`src/hdl/mgm_pkg.sv`:
```
`timescale 1ns / 1ps
// -----------------------------------------------------------------------------
// mgm_pkg
// Shared types, constants and round helpers for the Magma-style block cipher.
// -----------------------------------------------------------------------------
package mgm_pkg;

   localparam int ROUNDS     = 32;
   localparam int ROUND_W    = $clog2(ROUNDS);
   localparam int ROT_BITS   = 11;
   localparam int KEY_W      = 56;
   localparam int KEY_BYTES  = KEY_W / 8;
   localparam int WORD_W     = 32;
   localparam int BLOCK_W    = 2 * WORD_W;
   localparam int NUM_WORDS  = 8;
   localparam int WIDX_W     = $clog2(NUM_WORDS);
   // Rounds that walk the key words forward before the reversed pass.
   localparam int FWD_ROUNDS = ROUNDS - NUM_WORDS;

   typedef logic [WORD_W-1:0]  word_type;
   typedef logic [KEY_W-1:0]   key_type;
   typedef logic [BLOCK_W-1:0] block_type;
   typedef logic [ROUND_W-1:0] round_idx_type;
   typedef logic [WIDX_W-1:0]  word_idx_type;
   typedef word_type key_words_type [NUM_WORDS];

   typedef struct packed {
      logic     op;
      word_type hi;
      word_type lo;
   } stage_type;

   localparam logic OP_ENCRYPT = 1'b0;
   localparam logic OP_DECRYPT = 1'b1;

   localparam logic [3:0] SBOX [NUM_WORDS][16] = '{
      '{4'd12, 4'd4,  4'd6,  4'd2,  4'd10, 4'd5,  4'd11, 4'd9,
        4'd14, 4'd8,  4'd13, 4'd15, 4'd3,  4'd7,  4'd1,  4'd0},
      '{4'd15, 4'd12, 4'd8,  4'd2,  4'd10, 4'd0,  4'd4,  4'd13,
        4'd14, 4'd9,  4'd1,  4'd7,  4'd6,  4'd3,  4'd11, 4'd5},
      '{4'd6,  4'd8,  4'd2,  4'd3,  4'd9,  4'd10, 4'd5,  4'd12,
        4'd1,  4'd14, 4'd4,  4'd7,  4'd0,  4'd15, 4'd13, 4'd11},
      '{4'd12, 4'd7,  4'd2,  4'd1,  4'd6,  4'd0,  4'd8,  4'd13,
        4'd3,  4'd15, 4'd9,  4'd10, 4'd4,  4'd5,  4'd14, 4'd11},
      '{4'd7,  4'd15, 4'd5,  4'd10, 4'd8,  4'd1,  4'd6,  4'd13,
        4'd0,  4'd9,  4'd3,  4'd14, 4'd11, 4'd4,  4'd2,  4'd12},
      '{4'd5,  4'd13, 4'd15, 4'd6,  4'd9,  4'd2,  4'd1,  4'd8,
        4'd0,  4'd14, 4'd10, 4'd4,  4'd7,  4'd3,  4'd11, 4'd12},
      '{4'd8,  4'd14, 4'd7,  4'd11, 4'd0,  4'd10, 4'd9,  4'd1,
        4'd13, 4'd3,  4'd15, 4'd6,  4'd2,  4'd5,  4'd12, 4'd4},
      '{4'd9,  4'd6,  4'd3,  4'd15, 4'd1,  4'd13, 4'd14, 4'd0,
        4'd11, 4'd2,  4'd8,  4'd5,  4'd12, 4'd10, 4'd4,  4'd7}
   };

   // Key word used by encryption round idx.
   function automatic word_idx_type sched_word(input round_idx_type idx);
      word_idx_type low;
      low = idx[WIDX_W-1:0];
      if (32'(idx) < FWD_ROUNDS) begin
         return low;
      end
      return word_idx_type'(NUM_WORDS - 1) - low;
   endfunction

   // Add key, substitute nibble i through box i, rotate left.
   function automatic word_type round_f(input word_type x, input word_type k);
      word_type s;
      word_type t;
      s = x + k;
      for (int i = 0; i < NUM_WORDS; i++) begin
         t[4*i +: 4] = SBOX[i][s[4*i +: 4]];
      end
      return (t << ROT_BITS) | (t >> (WORD_W - ROT_BITS));
   endfunction

endpackage

```
`src/hdl/mgm_key_sched.sv`:
```
`timescale 1ns / 1ps
// -----------------------------------------------------------------------------
// mgm_key_sched
// Holds the 56-bit key and spreads its bytes into the eight round key words.
// -----------------------------------------------------------------------------
module mgm_key_sched (
   input  logic                  clock,
   input  logic                  reset,
   input  logic                  csr_write_enable,
   input  mgm_pkg::key_type      csr_write_data,
   output mgm_pkg::key_words_type key_words
);
   import mgm_pkg::*;

   key_type key_ff;
   key_type key_in;

   assign key_in = csr_write_enable ? csr_write_data : key_ff;

   always_ff @(posedge clock) begin
      if (reset) begin
         key_ff <= '0;
      end else begin
         key_ff <= key_in;
      end
   end

   // The seven key bytes repeat cyclically to fill 32 bytes; word w is
   // bytes 4w..4w+3 with the first byte most significant.
   for (genvar w = 0; w < NUM_WORDS; w++) begin : g_word
      for (genvar j = 0; j < 4; j++) begin : g_byte
         localparam int POS = (4 * w + j) % KEY_BYTES;
         assign key_words[w][8*(3-j) +: 8] = key_ff[8*(KEY_BYTES-1-POS) +: 8];
      end
   end

endmodule

```
`config.mk`:
```
export PLATFORM = sky130hd
export DESIGN_NAME = mgm_key_sched
export DESIGN_NICKNAME = d
export VERILOG_FILES = /design/src/hdl/mgm_pkg.sv /design/src/hdl/mgm_key_sched.sv
export SDC_FILE = /design/constraint.sdc
export NUM_CORES = 1
export LEC_CHECK = 0
export BUFFER_PORTS_ARGS = -buffer_cell sky130_fd_sc_hd__buf_2
export CAP_MARGIN = 0
export CELL_PAD_IN_SITES_DETAIL_PLACEMENT = 1
export CELL_PAD_IN_SITES_GLOBAL_PLACEMENT = 1
export CORE_MARGIN = 8
export CORE_UTILIZATION = 27
export CTS_CLUSTER_DIAMETER = 30
export CTS_CLUSTER_SIZE = 40
export DETAILED_ROUTE_END_ITERATION = 10
export PLACE_DENSITY_LB_ADDON = 0.08
export SYNTH_ARGS = -nofsm -noshare
export SYNTH_HDL_FRONTEND = slang
export SYNTH_SLANG_ARGS = --single-unit
```
`constraint.sdc`:
```
create_clock -name clock -period 2.3 [get_ports clock]
set_input_delay 0.23 -clock clock [delete_from_list [all_inputs] [get_ports clock]]
set_output_delay 0.23 -clock clock [all_outputs]
set_load 0.1 [all_outputs]
```
# ---- Word-level counts from Yosys, hierarchy flattened
# Cells that the tools add are included.
dict set report word_totals {
  out_inout_bits 256
  inputBits 59
  ff_bits 56
  elab_cells 1
}

# ---- Logic depth before layout (Yosys ltp)
dict set report logic_depth {
  depth_word 0
  mapped_depth 4
  depth_no_buf 2
}

# ---- Worst setup path before layout
# No wires, ideal clock.
dict set report synth_timing {
  path_kind {register to output}
  startpoint {reg key_ff[24]}
  endpoint {out key_words[112] (netlist bit)}
  t_arrival_ns 1.427
  slack_ns 0.643
  path_stages_with_launch 2
  required_ns 2.070
  n_path_buf 1
  cell_sequence {dfxtp_1 > buf_4}
}
# item line
set synth_lines {}
lappend synth_lines {{from (decl)} mgm_key_sched.sv:15} ;# key_type key_ff;
lappend synth_lines {{from (signal assigned)} mgm_key_sched.sv:24} ;# key_ff <= key_in;
lappend synth_lines {{to (decl)} mgm_key_sched.sv:11} ;# output mgm_pkg::key_words_type key_words
# No word-level cell between the ends.

# ---- Worst setup path in the final report
dict set report layout_timing {
  startpoint {reg key_ff[50]}
  endpoint {out key_words[82] (netlist bit)}
}
# No word-level cell between the ends.

==> impl_metrics.yaml <==
clock_tree:
  cts.htree.levels: 2
  cts_tree: "done"
  clock-sinks: 56
  post_cts_resized: 0
  cts_inserted_buffers: 5
  clkTransAtPathRegs_ns: 0.07
  insertion_delay_ns: 0.28
  clock_path_buffers: 2
  root_buffer: "clkbuf_16"
  ctsHoldBuffers: 0
  cts_setup_buffers: 0
sta:
  rsz0062_at_grt: "false"
  worst_pin_slew_ns: 0.546
  finalHoldViolations: 0
  fin_skew_ns: 0
  slew_violations: 0
  fmax_ghz: 0.700
  tns_ns: 0
  fin_crit_sh_pct: 62.1
  max_slew_margin_pct: 63.6
  fin_ws_ns: 0.872
  setup_viol: 0
  min_period_ns: 1.43
die:
  dieWidth_um: 130
  core_mm2: 0.0127
  num_io_pins: 315
  std_cell_rows: 41
  die_area_mm2: 0.0169
  die_h_um: 130
  start_util_pct: 27.7
setup_path:
  critPathLaunch: "key_ff[50]"
  start_kind: "register"
  cp_max_fo: 6
  arrival_ns: 1.20
  worst-path-buf-inv: 1
  cp.required_ns: 2.07
  cp_cell_sequence: "buf_2"
  path_class: "reg2out"
  slowest_stage: "buf_2"
  r2r_cells: 2
  r2r_start: "key_ff[26]"
  crit_cells: 1
  path_delay_family: "buffers and inverters"
  slowest_delay_ns: 0.48
  regToRegEndpoint: "key_ff[26]"
  cp-endpoint: "key_words[82]"
  critPathCaptureType: "output pin"
  ff2ff_setup_slack_ns: 1.61
synth:
  synth_top_area_cell: "buf_4"
  syn_inst: 380
  avgSynthCellArea_um2: 9.25
  synth_edf_count: 0
  ys_types: 9
  synth_top_area_share_pct: 42.9
  synth_warnings: 0
  yosysSeqAreaShare_pct: 31.9
  synth.cell_area_mm2: 0.00352
  synthFlopType: "dfxtp_1"
  ys_async_sr_fraction_pct: 0
  synth_fp_nets: 439
  ys_ff_latch: 56
  synth.most_common_cell: "buf_4"
  synth_area_leaders: "buf_4 (43%), dfxtp_1 (32%), mux2i_1 (16%), nor2_1 (6.0%), buf_12 (2.3%)"
  synthTopCellsByCount: "buf_4 (201), dfxtp_1 (56), mux2i_1 (56), nor2_1 (56), buf_12 (4)"
final_layout:
  drive_above_1_share_pct: 65.7
  largest_reg_flops: 56
  final_cells: 664
  diodes: 0
  fin_util_pct: 30.4
  fin_nets: 551
  area_growth_pct: 9.50
  top_register: "key_ff"
  reg_top3: "key_ff: 56 flops"
pwr:
  combPwrFrac_pct: 56.5
  p_int_mw: 1.69
  vdd_drop_max_mv: 0.325
  p_clk_share_pct: 17.4
  sw_frac_of_total_pct: 59.8
  seq_power_share_pct: 26.1
  switchingPower_mw: 2.51
  leakagePower_nw: 2.50
  power.density_mw_per_mm2: 1090
routing:
  drc: 0
  route.vias.total: 2538
  vias_per_cell: 3.82
  drt_first_pass_iters: 3
  wl_per_cell_um: 15.9
  wl_um: 10500
  drtIter0Drc: 40
  ant_nets: 0
global_route:
  grt_use_total_pct: 11.2
  overflow: 0
  grt_max_degree: 30
  grt_pass1_wl_um: 15100
  antenna_found_initial: 0
  grt_pass1_vias: 2707
min_path:
  min_path_type: "in2reg"
placement:
  routabilityCongestion: 0.629
  pre_cts_ws_ns: 0.856
  place_hpwl_um: 8780
  io_buffer_count: 314
  placed_cells: 657
run_status:
  status: "finished, final reports clean"
job:
  maxCapViolCount: 0
layout make-up:
type	count	area, um2
flip-flops and latches	56	1120
multi-input cells	112	771
fillers	1609	8820
repair buffers	317	1610
clock inverters	1	5.00
well taps	172	215
clock buffers	6	129
through the flow:
step	instance area, um2	hold WS, ns	total power [mW]
after floorplan	3520	0.377	3.46
after global placement	3720	0.461	3.51
after detailed placement	3720	0.476	3.51
after CTS	3850	0.169	4.27
after global routing	3850	0.179	4.36
final	3850	0.177	4.20
kinds of logic (layout without fill, tap and decap cells):
family,after synthesis,count (layout),synth area share (%)
AND/OR/NAND/NOR,56,56,5.98
multiplexers,56,56,15.9
flip-flops,56,56,31.9
buffers and inverters,212,324,46.2
cells in the final DEF (no fill, tap or decap):
master and count:
clkbuf_1 1, buf_12 1, clkinv_2 1, nor2_1 56, buf_2 313, clkbuf_16 5, buf_4 3, dfxtp_1 56
mux2i_1 56
worst min path at each step:
stage                             startpoint          to  slack, ns  cells after the start
after floorplan           csr_write_data[14]  key_ff[14]       0.38                      2
after global placement    csr_write_data[43]  key_ff[43]       0.46                      3
after detailed placement  csr_write_data[22]  key_ff[22]       0.48                      3
after CTS                 csr_write_data[13]  key_ff[13]       0.17                      3
after global routing       csr_write_data[9]   key_ff[9]       0.18                      3
final                     csr_write_data[13]  key_ff[13]       0.18                      3
layer usage:
layer / global-route usage (%) / part of all wire [%] / up-vias
li1: - / - / 1211
met1: 10.4 / 33 / 1170
met2: 21.7 / 53 / 155
met3: 5.43 / 14 / 2
met4: 2.25 / 0.42 / 0
met5: 0 / 0 / -
power groups by stage:
stage	sequential (mW)	combinational [mW]	clock, mW
detailed placement	1.12	2.39	0
finish	1.10	2.37	0.731
global placement	1.12	2.39	0
floorplan	1.53	1.93	0
global route	1.12	2.42	0.818
CTS	1.10	2.39	0.779
(Power assumes the default switching activity.)
