## src/hdl/mgm_pkg.sv

```systemverilog
`timescale 1ns / 1ps
// -----------------------------------------------------------------------------
// mgm_pkg
// Shared types, constants and round helpers for the Magma-style block cipher.
// -----------------------------------------------------------------------------
package mgm_pkg;

   localparam int ROUNDS     = 32;
   localparam int ROUND_W    = $clog2(ROUNDS);
   localparam int ROT_BITS   = 11;
   localparam int KEY_W      = 56;
   localparam int KEY_BYTES  = KEY_W / 8;
   localparam int WORD_W     = 32;
   localparam int BLOCK_W    = 2 * WORD_W;
   localparam int NUM_WORDS  = 8;
   localparam int WIDX_W     = $clog2(NUM_WORDS);
   // Rounds that walk the key words forward before the reversed pass.
   localparam int FWD_ROUNDS = ROUNDS - NUM_WORDS;

   typedef logic [WORD_W-1:0]  word_type;
   typedef logic [KEY_W-1:0]   key_type;
   typedef logic [BLOCK_W-1:0] block_type;
   typedef logic [ROUND_W-1:0] round_idx_type;
   typedef logic [WIDX_W-1:0]  word_idx_type;
   typedef word_type key_words_type [NUM_WORDS];

   typedef struct packed {
      logic     op;
      word_type hi;
      word_type lo;
   } stage_type;

   localparam logic OP_ENCRYPT = 1'b0;
   localparam logic OP_DECRYPT = 1'b1;

   localparam logic [3:0] SBOX [NUM_WORDS][16] = '{
      '{4'd12, 4'd4,  4'd6,  4'd2,  4'd10, 4'd5,  4'd11, 4'd9,
        4'd14, 4'd8,  4'd13, 4'd15, 4'd3,  4'd7,  4'd1,  4'd0},
      '{4'd15, 4'd12, 4'd8,  4'd2,  4'd10, 4'd0,  4'd4,  4'd13,
        4'd14, 4'd9,  4'd1,  4'd7,  4'd6,  4'd3,  4'd11, 4'd5},
      '{4'd6,  4'd8,  4'd2,  4'd3,  4'd9,  4'd10, 4'd5,  4'd12,
        4'd1,  4'd14, 4'd4,  4'd7,  4'd0,  4'd15, 4'd13, 4'd11},
      '{4'd12, 4'd7,  4'd2,  4'd1,  4'd6,  4'd0,  4'd8,  4'd13,
        4'd3,  4'd15, 4'd9,  4'd10, 4'd4,  4'd5,  4'd14, 4'd11},
      '{4'd7,  4'd15, 4'd5,  4'd10, 4'd8,  4'd1,  4'd6,  4'd13,
        4'd0,  4'd9,  4'd3,  4'd14, 4'd11, 4'd4,  4'd2,  4'd12},
      '{4'd5,  4'd13, 4'd15, 4'd6,  4'd9,  4'd2,  4'd1,  4'd8,
        4'd0,  4'd14, 4'd10, 4'd4,  4'd7,  4'd3,  4'd11, 4'd12},
      '{4'd8,  4'd14, 4'd7,  4'd11, 4'd0,  4'd10, 4'd9,  4'd1,
        4'd13, 4'd3,  4'd15, 4'd6,  4'd2,  4'd5,  4'd12, 4'd4},
      '{4'd9,  4'd6,  4'd3,  4'd15, 4'd1,  4'd13, 4'd14, 4'd0,
        4'd11, 4'd2,  4'd8,  4'd5,  4'd12, 4'd10, 4'd4,  4'd7}
   };

   // Key word used by encryption round idx.
   function automatic word_idx_type sched_word(input round_idx_type idx);
      word_idx_type low;
      low = idx[WIDX_W-1:0];
      if (32'(idx) < FWD_ROUNDS) begin
         return low;
      end
      return word_idx_type'(NUM_WORDS - 1) - low;
   endfunction

   // Add key, substitute nibble i through box i, rotate left.
   function automatic word_type round_f(input word_type x, input word_type k);
      word_type s;
      word_type t;
      s = x + k;
      for (int i = 0; i < NUM_WORDS; i++) begin
         t[4*i +: 4] = SBOX[i][s[4*i +: 4]];
      end
      return (t << ROT_BITS) | (t >> (WORD_W - ROT_BITS));
   endfunction

endpackage

```

## src/hdl/mgm_round.sv

```systemverilog
`timescale 1ns / 1ps
// -----------------------------------------------------------------------------
// mgm_round
// One registered Feistel round; the final round leaves the halves unswapped.
// -----------------------------------------------------------------------------
module mgm_round (
   input  logic                   clock,
   input  logic                   reset,
   input  logic                   advance,
   input  mgm_pkg::round_idx_type round_idx,
   input  mgm_pkg::key_words_type key_words,
   input  logic                   valid_i,
   input  mgm_pkg::stage_type     data_i,
   output logic                   valid_o,
   output mgm_pkg::stage_type     data_o
);
   import mgm_pkg::*;

   logic          valid_ff;
   stage_type     data_ff;
   stage_type     data_in;
   round_idx_type sched_idx;
   word_type      rkey;
   word_type      mixed;

   // Decryption walks the encryption schedule backwards.
   assign sched_idx = (data_i.op == OP_DECRYPT) ?
                      round_idx_type'(ROUNDS - 1) - round_idx : round_idx;
   assign rkey      = key_words[sched_word(sched_idx)];
   assign mixed     = data_i.lo ^ round_f(data_i.hi, rkey);

   always_comb begin
      data_in.op = data_i.op;
      if (32'(round_idx) == ROUNDS - 1) begin
         data_in.hi = data_i.hi;
         data_in.lo = mixed;
      end else begin
         data_in.hi = mixed;
         data_in.lo = data_i.hi;
      end
   end

   always_ff @(posedge clock) begin
      if (reset) begin
         valid_ff <= 1'b0;
      end else if (advance) begin
         valid_ff <= valid_i;
      end
   end

   always_ff @(posedge clock) begin
      if (advance) begin
         data_ff <= data_in;
      end
   end

   assign valid_o = valid_ff;
   assign data_o  = data_ff;

endmodule
```

## config.mk

```make
export PLATFORM = sky130hd
export DESIGN_NAME = mgm_round
export DESIGN_NICKNAME = d
export VERILOG_FILES = /design/src/hdl/mgm_pkg.sv /design/src/hdl/mgm_round.sv
export SDC_FILE = /design/constraint.sdc
export NUM_CORES = 1
export LEC_CHECK = 0
export BUFFER_PORTS_ARGS = -buffer_cell sky130_fd_sc_hd__clkbuf_2
export CAP_MARGIN = 0
export CELL_PAD_IN_SITES_DETAIL_PLACEMENT = 1
export CELL_PAD_IN_SITES_GLOBAL_PLACEMENT = 1
export CORE_AREA = 2 2 154 156
export DETAILED_ROUTE_END_ITERATION = 6
export DIE_AREA = 0 0 156 158
export PLACE_DENSITY_LB_ADDON = 0.05
export SETUP_SLACK_MARGIN = 0.15
export SYNTH_ARGS = -nofsm -noshare
export SYNTH_HDL_FRONTEND = slang
export SYNTH_SLANG_ARGS = --single-unit
```

## constraint.sdc

```tcl
create_clock -name clock -period 10.31 [get_ports clock]
set_clock_uncertainty 0.05 [all_clocks]
set_input_delay 2.062 -clock clock [delete_from_list [all_inputs] [get_ports clock]]
set_output_delay 2.062 -clock clock [all_outputs]
set_load 0.1 [all_outputs]
```

Word level (Yosys, flattened, before mapping):

Memories as Yosys holds them, arrays and structs flattened.
Index checks and enable logic that the tools add are counted.

* add/sub/neg operators: 3
* multiply operators: 0
* divide/modulo/power cells: 0
* magnitude comparators: 10
* equality and inequality tests: 1
* shift-type cells: 0
* mux-type cells: 24
* bitwise operators: 11
* reductions and logical operators: 0

Operators by type and width (count)
* $bmux 32 s3: 1
* $mux 32: 2
* $mux 4: 16
* $mux 64: 1
* $ge 5x5->1 const B: 8
* $not 4->5: 8
* $add 32x32->32: 1
* $or 32x11->32: 1
* $xor 32x32->32: 1
* $mux 3: 2
* $eq 5x5->1 const B: 1
* $lt 5x5->1 const B: 1
* $mux 5: 1
* $sub 5x5->5 const A: 1
* $ge 4x4->1 const B: 1
* $not 3->4: 1
* $sub 3x3->3 const A: 1
* $mux 1: 1

* flip-flop bits (word level): 66
* bits in latches: 0
* RAM bits: 0
* memory bits (read-only): 512
* memories kept: 8

Memories
* (no name shown): words 16, bits a word 4, rd ports 1, clocked after memory_dff 0, wr ports 0, RTL line mgm_pkg.sv:71 `t[4*i +: 4] = SBOX[i][s[4*i +: 4]];`
* (no name shown): words 16, bits a word 4, rd ports 1, clocked after memory_dff 0, wr ports 0, RTL line mgm_pkg.sv:71
* (no name shown): words 16, bits a word 4, rd ports 1, clocked after memory_dff 0, wr ports 0, RTL line mgm_pkg.sv:71
* (no name shown): words 16, bits a word 4, rd ports 1, clocked after memory_dff 0, wr ports 0, RTL line mgm_pkg.sv:71
* (no name shown): words 16, bits a word 4, rd ports 1, clocked after memory_dff 0, wr ports 0, RTL line mgm_pkg.sv:71
* (no name shown): words 16, bits a word 4, rd ports 1, clocked after memory_dff 0, wr ports 0, RTL line mgm_pkg.sv:71
* 2 more memories

Logic depth before layout (Yosys ltp):

* word-level depth: 17
* mapped depth: 20

Least setup slack after synthesis:

OpenSTA, ideal clock, no wires.

* path type: in2reg
* start: input port round_idx[3]
* end: register data_ff (netlist bit data_o[0]) (data pin)
* arrival: 7.225 ns
* data required time: 9.993 ns
* setup slack: 2.767 ns
* stages on the path: 19
* path buffers: 1
* path through: maj3_1 -> xnor2_1 -> buf_2 -> mux4_2 -> mux2_2 -> ha_1 -> fa_1 -> a211oi_2 -> nor4_1 -> nor2_1 -> a21oi_1 -> nor2b_1 -> o21bai_1 -> xnor2_1 -> inv_1 -> ha_1 -> mux4_2 -> xnor2_1 -> o21ai_0

RTL lines
* start, declared: RTL line mgm_round.sv:10 `input mgm_pkg::round_idx_type round_idx,`
* end signal, assigned: RTL line mgm_round.sv:53 `data_ff <= data_in;`
* end, declared: RTL line mgm_round.sv:20 `stage_type data_ff;`

==> impl_metrics.tcl <==
set metrics [dict create \
    run_status "finished, final reports clean" \
    slew_headroom_pct 27.98 \
    grt_pass1_wl_um 47860 \
    cpMaxStageDelayCell "xnor2_2" \
    n_fill_cell 2695 \
    cts_setup_buffers 0 \
    critPathArrivalTime_ps 8180 \
    drv_cap 0 \
    cts_buffers 9 \
    die_h_um 158 \
    htree_num_levels 3 \
    io_pins 396 \
    synth_warnings 0 \
    path_class "input pin to register" \
    fin_crit_sh_pct 79.43 \
    wl_um 32130 \
    core-area_mm2 0.02305 \
    multiInputGateArea_mm2 0.005917 \
    finalSetupViolCount 0 \
    die_x_um 156 \
    postRouteAntennaNets 0 \
    max_freq_mhz 122.1 \
    fin_crit_ps 8189 \
    cpPeakStageDelay_ps 750 \
    holdPathEnd "valid_o" \
    synth-seq-cells 66 \
    drc 0 \
    cp-start-kind "input pin" \
    antenna_found_initial 6 \
    place_congestion 0.9174 \
    ctsResizeCount 0 \
    grt_pass1_vias 7955 \
    port_buffers 395 \
    critPathRequiredTime_ps 10300 \
    rows 56 \
    synth_cells 750 \
    whs_path_depth 2 \
    fp.dieArea_mm2 0.02465 \
    syn_to_final_growth_pct 31.52 \
    firstDrtPassIters 5 \
    path_buf_inv 2 \
    grt_max_degree 84 \
    synth_area_mm2 0.008140 \
    grt_overflow_total 0 \
    final_cell_mix "clkbuf_2, mux2_2, mux4_2" \
    nets 1513 \
    drt-initial-drc-count 287 \
    drive_above_1_share_pct 51.73 \
    vias 7666 \
    r2r-start "valid_o" \
    synth.distinct_cells 69 \
    seq_area_frac_synth_pct 24.22 \
    clock_sinks 66 \
    critical-path-top-delay-family "multiplexers" \
    rsz0062_at_grt "false" \
    worst_r2r_path_depth 2 \
    synth_edf_count 65 \
    p_leak_nw 4.899 \
    dp_hpwl_um 27870 \
    hold_viol 0 \
    rrSetupSlack_ps 9670 \
    wl_per_cell_um 22.64 \
    via_per_inst 5.402 \
    clk_pin_slew_worst_paths_ps 50 \
    cts_buffer_depth 2 \
    hold_buffers 0 \
    async_flop_share_pct 0 \
    crit_start "round_idx[3]" \
    min_from "valid_o" \
    synth_ff_type "edfxtp_1" \
    syn_nets 1143 \
    ir_drop_mv 0.1278 \
    grtUsageTotal_pct 26.04 \
    regArea_mm2 0.001972 \
    hold_class "register to register" \
    final_common_cell "clkbuf_2" \
    worst_setup_path_end_kind "register" \
    finalSetupTns_ps 0 \
    worst_r2r_endpoint "valid_o" \
    start_util_pct 35.31 \
    tritoncts "done" \
    power_density_mw_per_mm2 280.7 \
    clkLatencyLatePin_ps 330 \
    tightest_slew_ps 1073 \
    crit_path_max_fanout 25 \
    root_buffer "clkbuf_16" \
    avgSynthCellArea_um2 10.85 \
    cp_cell_sequence "clkbuf_2 > maj3_1 > xnor2_2 > buf_4 > mux4_2 > mux2_2 > ha_1 > nand4_1 > nor3_1 > o221ai_1 > a211o_1 > and3_4 > o21ai_1 > xor2_2 > ha_1 > mux4_2 > xnor2_1 > o21ai_0" \
    worst_hold_slack_ps 457.9 \
    drv_slew 0 \
]
[registers in the layout (all words and copies together), names as in the netlist]
signal / count
data_o: 65
valid_o: 1
[power breakdown]
group | switching (mW) | leakage (nW) | total, mW | internal (mW)
clock | 0.120 | 0.142 | 0.313 | 0.193
sequential | 0.0240 | 0.644 | 0.454 | 0.430
combinational | 1.48 | 4.11 | 2.24 | 0.761
[metrics by stage]
stage	util, %	instance area (µm²)	power, mW	instances	setup WS, ps
floorplan	-	8140	2.219	750	2767
global placement	45.11	10400	2.668	1399	1804
detailed placement	45.11	10400	2.700	1399	1697
CTS	46.40	10700	3.027	1415	2056
global route	46.44	10710	3.213	1419	1584
finish	46.44	10710	3.005	1419	2121
[cell families (layout without fill, tap and decap cells)]
group                    count (synthesis)  count (layout)  share of synthesized area [%]
multiplexers                           171             171                          32.88
AO/OA/AOI/OAI                          163             163                          13.13
AND/OR/NAND/NOR                        145             145                          8.608
buffers and inverters                   72             447                          3.520
XOR/XNOR                                69              69                          7.747
flip-flops                              66              66                          24.22
adder cells (fa/ha/maj)                 64              64                          9.899
other                                    0               4                              0
[cells in the mapped netlist, types with 15 or more instances]
| master | number | area share (%) |
|---|---|---|
| mux2_2 | 77 | 11 |
| mux4_2 | 68 | 19 |
| edfxtp_1 | 65 | 24 |
| ha_1 | 62 | 9.5 |
| a21oi_1 | 50 | 3.1 |
| nand2_1 | 50 | 2.3 |
| o21ai_0 | 39 | 2.4 |
| nor2_1 | 38 | 1.8 |
| xnor2_1 | 38 | 4.1 |
| inv_1 | 29 | 1.3 |
| xor2_1 | 29 | 3.1 |
| clkbuf_1 | 26 | 1.2 |
| mux2i_1 | 24 | 3.0 |
| a21o_1 | 15 | 1.4 |
[routing by layer]
layer	GRT usage, %	share of wire [%]	vias up
met5	0	0.025	-
met4	6.247	1.0	2
met3	5.037	6.1	18
met2	44.69	49	255
met1	33.99	43	3744
li1	-	-	3647
[worst max-delay path by stage]
stage	depth (start not counted)	end
finish	18	data_o[0]
global route	20	data_o[53]
CTS	18	data_o[0]
detailed placement	18	data_o[0]
global placement	21	data_o[53]
floorplan	19	data_o[0]
[area by class of cell]
cell class	count	area share (%)
repair buffers	401	19.00
clock buffers	11	2.267
diodes	4	0.09349
inverters	30	1.052
multi-input cells	612	55.26
flip-flops and latches	66	18.42
clock inverters	5	0.5142
well taps	290	3.389
[tightest hold or removal path: stages, from the launching register on]
cell	delay, ps
dfxtp_1	330
mux2i_1	70
nor2_1	80
No activity file was read; power rests on OpenSTA's default activity.
